[config.mk]
export PLATFORM = sky130hd
export DESIGN_NAME = fsa_mul
export DESIGN_NICKNAME = d
export VERILOG_FILES = /design/src/sv/fsa_pkg.sv /design/src/sv/fsa_mul.sv
export VERILOG_INCLUDE_DIRS = /design/src /design/src/sv
export SDC_FILE = /design/constraint.sdc
export NUM_CORES = 2
export LEC_CHECK = 0
export BUFFER_PORTS_ARGS = -buffer_cell sky130_fd_sc_hd__buf_4
export CORE_MARGIN = 5
export CORE_UTILIZATION = 55
export DETAILED_ROUTE_END_ITERATION = 10
export PLACE_DENSITY = 0.77
export SYNTH_ARGS = -nofsm -noshare
export SYNTH_HDL_FRONTEND = slang
export SYNTH_SLANG_ARGS = --single-unit
[constraint.sdc]
create_clock -name clk -period 9 [get_ports clk]
set_clock_uncertainty 0.1 [all_clocks]
set_input_delay 0.9 -clock clk [delete_from_list [all_inputs] [get_ports clk]]
set_output_delay 0.9 -clock clk [all_outputs]
set_load 0.1 [all_outputs]
[src/sv/fast_sqrt_approximation_defines.svh]
// Assertion macros of the square root pipeline, used by the multiplier
`ifndef FAST_SQRT_APPROXIMATION_DEFINES_SVH
`define FAST_SQRT_APPROXIMATION_DEFINES_SVH

`define FSA_ASSERT_NOW(label, ck, rs, ante, cons, msg) \
  label: assert property (@(posedge ck) disable iff (rs) (ante) |-> (cons)) else $error(msg);

`define FSA_ASSERT_NEXT(label, ck, rs, ante, cons, msg) \
  label: assert property (@(posedge ck) disable iff (rs) (ante) |=> (cons)) else $error(msg);

`endif

[src/sv/fsa_pkg.sv]
// Constants and helpers of the square root pipeline
package fsa_pkg;

  localparam logic [31:0] SEED_MAGIC = 32'h5f3759df;
  localparam logic [31:0] CANON_NAN  = 32'h7fc00000;
  localparam logic [31:0] THREE_HALF = 32'h3fc00000;
  localparam logic [7:0]  EXP_MAX    = 8'hff;

  function automatic logic [31:0] flush_sub(input logic [31:0] f);
    logic [31:0] r;
    r = f;
    if (f[30:23] == 8'd0) begin
      r = {f[31], 31'd0};
    end
    return r;
  endfunction

  function automatic logic is_nan(input logic [31:0] f);
    return (f[30:23] == EXP_MAX) && (f[22:0] != 23'd0);
  endfunction

  function automatic logic is_inf(input logic [31:0] f);
    return (f[30:23] == EXP_MAX) && (f[22:0] == 23'd0);
  endfunction

endpackage

[src/sv/fsa_mul.sv]
// Two-stage single-precision multiplier, round to nearest even, flush to zero
`include "fast_sqrt_approximation_defines.svh"
module fsa_mul import fsa_pkg::*; (
  input  logic        clk,
  input  logic        rst,
  input  logic        en,
  input  logic        a_valid,
  input  logic [31:0] a,
  input  logic [31:0] b,
  output logic        res_valid,
  output logic [31:0] res
);

  logic              v1;
  logic              spec1;
  logic [31:0]       sres1;
  logic              s1;
  logic signed [9:0] e1;
  logic [47:0]       p1;

  logic [31:0]       fa, fb;
  logic              spec_c;
  logic [31:0]       sres_c;

  logic [31:0]       res_next;
  logic signed [9:0] e;
  logic [23:0]       mant;
  logic              g, st, up;
  logic [24:0]       m25;

  always_comb begin
    fa = flush_sub(a);
    fb = flush_sub(b);
    spec_c = 1'b1;
    sres_c = {fa[31] ^ fb[31], 31'd0};
    if (is_nan(fa) || is_nan(fb) ||
        (is_inf(fa) && fb[30:23] == 8'd0) || (is_inf(fb) && fa[30:23] == 8'd0)) begin
      sres_c = CANON_NAN;
    end else if (is_inf(fa) || is_inf(fb)) begin
      sres_c = {fa[31] ^ fb[31], EXP_MAX, 23'd0};
    end else if (fa[30:23] == 8'd0 || fb[30:23] == 8'd0) begin
      sres_c = {fa[31] ^ fb[31], 31'd0};
    end else begin
      spec_c = 1'b0;
    end
  end

  always_ff @(posedge clk) begin
    if (rst) begin
      v1        <= 1'b0;
      res_valid <= 1'b0;
    end else if (en) begin
      v1        <= a_valid;
      res_valid <= v1;
    end
  end

  always_ff @(posedge clk) begin
    if (en) begin
      spec1 <= spec_c;
      sres1 <= sres_c;
      s1    <= fa[31] ^ fb[31];
      e1    <= $signed({2'b00, fa[30:23]}) + $signed({2'b00, fb[30:23]}) - 10'sd127;
      p1    <= {1'b1, fa[22:0]} * {1'b1, fb[22:0]};
      res   <= res_next;
    end
  end

  always_comb begin
    if (p1[47]) begin
      mant = p1[47:24];
      g    = p1[23];
      st   = |p1[22:0];
      e    = e1 + 10'sd1;
    end else begin
      mant = p1[46:23];
      g    = p1[22];
      st   = |p1[21:0];
      e    = e1;
    end
    up  = g & (st | mant[0]);
    m25 = {1'b0, mant} + {24'd0, up};
    if (spec1) begin
      res_next = sres1;
    end else if (e < 10'sd0) begin
      res_next = {s1, 31'd0};
    end else if (e == 10'sd0) begin
      res_next = (mant == 24'hffffff) ? {s1, 8'd1, 23'd0} : {s1, 31'd0};
    end else begin
      if (m25[24]) begin
        res_next = (e + 10'sd1 >= 10'sd255) ? {s1, EXP_MAX, 23'd0}
                                             : {s1, 8'(e + 10'sd1), 23'd0};
      end else begin
        res_next = (e >= 10'sd255) ? {s1, EXP_MAX, 23'd0} : {s1, e[7:0], m25[22:0]};
      end
    end
  end

  `FSA_ASSERT_NOW(mul_no_subnormal, clk, rst, res_valid, !(res[30:23] == 8'd0 && res[22:0] != 23'd0), "subnormal product")
  `FSA_ASSERT_NOW(mul_canon_nan, clk, rst, res_valid && is_nan(res), res == CANON_NAN, "non-canonical NaN")
  `FSA_ASSERT_NEXT(mul_hold, clk, rst, !en, $stable(res_valid) && $stable(res), "stage moved while held")

endmodule

==> out/qor.csv <==
metric,value,unit
multi_input_area,0.0183,mm²
cts_buffer_depth,2,
antenna_left,0,
hold_viol,0,
grt_pass1_wl,113000,µm
crit_type,in -> reg,
hold_path.class,reg -> reg,
syn_area,0.0240,mm²
final_nets,3508,
seqCellArea,0.00289,mm²
num-fill-cells,3802,
yosysTopAreaCellShare,40.4,%
syn_avg_cell_area,8.92,µm²
cts-root-buf,clkbuf_16,
wl_per_cell,21.3,µm
finalSetupViolCount,0,
ctsHoldBuffers,0,
ys_seq_area_share,12.1,%
synthCells,2686,
drive_above_1_share,8.99,%
fin_util,60.3,%
period_needed,8580,ps
fin_crit_sh,95.4,%
io_buffers,100,
coreArea,0.0431,mm²
yosysMostFrequentCell,inv_1,
htree_levels,3,
postRouteWirelength,71600,µm
cpMaxStageDelayCell,o41ai_1,
synth_top_cell_by_area,fa_1,
row_count,76,
crit_fanout,27,
synth-edff-count,95,
arrival,8590,ps
cts.sinks,97,
ys_top_cells_by_count,"inv_1, fa_1, nand2_1",
path_common_cell,fa_1,
grt_start_max_net_pins,61,
dieHeight,219,µm
fmax,116,MHz
die-area,0.0478,mm²
via_per_inst,5.63,
status,completed,
postCtsSetupBuffers,0,
ys.flop_type,edfxtp_1,
grt_use_total,30.8,%
antenna_cells,0,
num_io_pins,101,
post-route-drc-count,0,
worst_slew_pin_slew,931,ps
maxSlewHeadroom,37.3,%
path_buf_inv,7,
drt_iter0_drc,1568,
die_x,219,µm
synth_warnings,0,
ys_types,80,
cpLargestDelayFamily,adder cells,
grt_setup_unrepaired,no,
worst_setup_path_end_kind,flop,
area_delta_synth_final,8.46,%
antenna_found_initial,1,
syn-num-nets,3430,
yosys-top-cells-area,"fa_1, edfxtp_1, ha_1, inv_1, nand2_1",
place.gp.congestion,1.07,
cp.required,9010,ps
cp-start-kind,primary input,
cts_resized,0,
hpwl,60900,µm
async_reset_ff_share,0,%
drv_slew,0,
max_stage_delay,580,ps
tritoncts,built,
grt_pass1_vias,20300,
initial_core_util,55.6,%
first_pass_iters,7,
synth-seq-cells,97,
drv_cap,0,
clk_pin_slew,80,ps
clock_latency,370,ps
fin_tns_setup,0,ps
cts_buffers,9,
grt_overflow,0,
via_count,18900,
[worst register-to-register path, delay by kind of cell, from the launching register on]
family          cells  cell delay [ps]
simple gates        5             1620
flops               1              330
compound gates      1              500
buf+inv             1              520
xor+xnor            1              510
[final timing paths]
kind         slack, ps  cells past startpoint        end   start
max reg2reg       5180                      8     res[6]  p1[47]
max                420                     27     p1[46]   b[30]
min reg2reg        410                      2  res_valid      v1
min                410                      2  res_valid      v1
[logic make-up (layout without fill, tap and decap cells)]
family | Yosys count | in the layout | share of synthesized area [%]
AND/OR/NAND/NOR | 862 | 862 | 15.5
buffers and inverters | 731 | 814 | 11.6
adder cells (fa/ha/maj) | 676 | 676 | 50.4
AO/OA/AOI/OAI | 203 | 203 | 5.92
XOR/XNOR | 97 | 97 | 3.58
flip-flops | 97 | 97 | 12.1
multiplexers | 20 | 20 | 0.857
[registers in the layout (all words and copies together) (netlist names)]
| signal | flops |
|---|---|
| e1 | 10 |
| p1 | 48 |
| res | 32 |
| res_valid | 1 |
| s1 | 1 |
| spec1 | 1 |
| sres1 | 3 |
| v1 | 1 |
[routing by layer]
| metal | global-route usage (%) | vias up | share of wire [%] |
|---|---|---|---|
| li1 | - | 8309 | - |
| met1 | 42.0 | 9473 | 40 |
| met2 | 49.8 | 940 | 46 |
| met3 | 5.65 | 172 | 9.5 |
| met4 | 11.4 | 2 | 4.5 |
| met5 | 0 | - | 0.025 |
[layout by cell type, fill, tap and decap left out, types with 13 or more instances in the layout]
cell      count
inv_1       590
fa_1        483
nand2_1     361
nor2_1      326
buf_4       197
ha_1        193
edfxtp_1     95
xnor2_1      57
a21oi_1      56
xor2_1       39
a21o_1       31
o21ai_0      30
nand3_1      26
nand4_1      24
nor4_1       22
and2_1       22
mux2i_1      16
a211oi_1     16
nor2b_1      15
and3_1       13
[area by class of cell]
| class | instances | area share [%] |
|---|---|---|
| Clock buffer | 9 | 0.867 |
| Tap cell | 585 | 2.82 |
| Inverter | 599 | 8.68 |
| Sequential cell | 97 | 11.1 |
| Timing Repair Buffer | 199 | 5.85 |
| Clock inverter | 7 | 0.279 |
| Multi-Input combinational cell | 1858 | 70.4 |
[metrics by stage]
| stage | hold WS, ps | std cells | worst slack [ps] | instance area [µm²] |
|---|---|---|---|---|
| after global routing | 448 | 3354 | 75.4 | 26000 |
| after floorplan | 360 | 2686 | 578 | 24000 |
| after global placement | 378 | 3338 | 87.7 | 25700 |
| final | 406 | 3354 | 416 | 26000 |
| after detailed placement | 398 | 3338 | 59.1 | 25700 |
| after CTS | 414 | 3354 | 443 | 26000 |
Power is left out: the tool's default activity adds up to more than one toggle a clock period on the data nets, which glitch-free logic cannot reach.
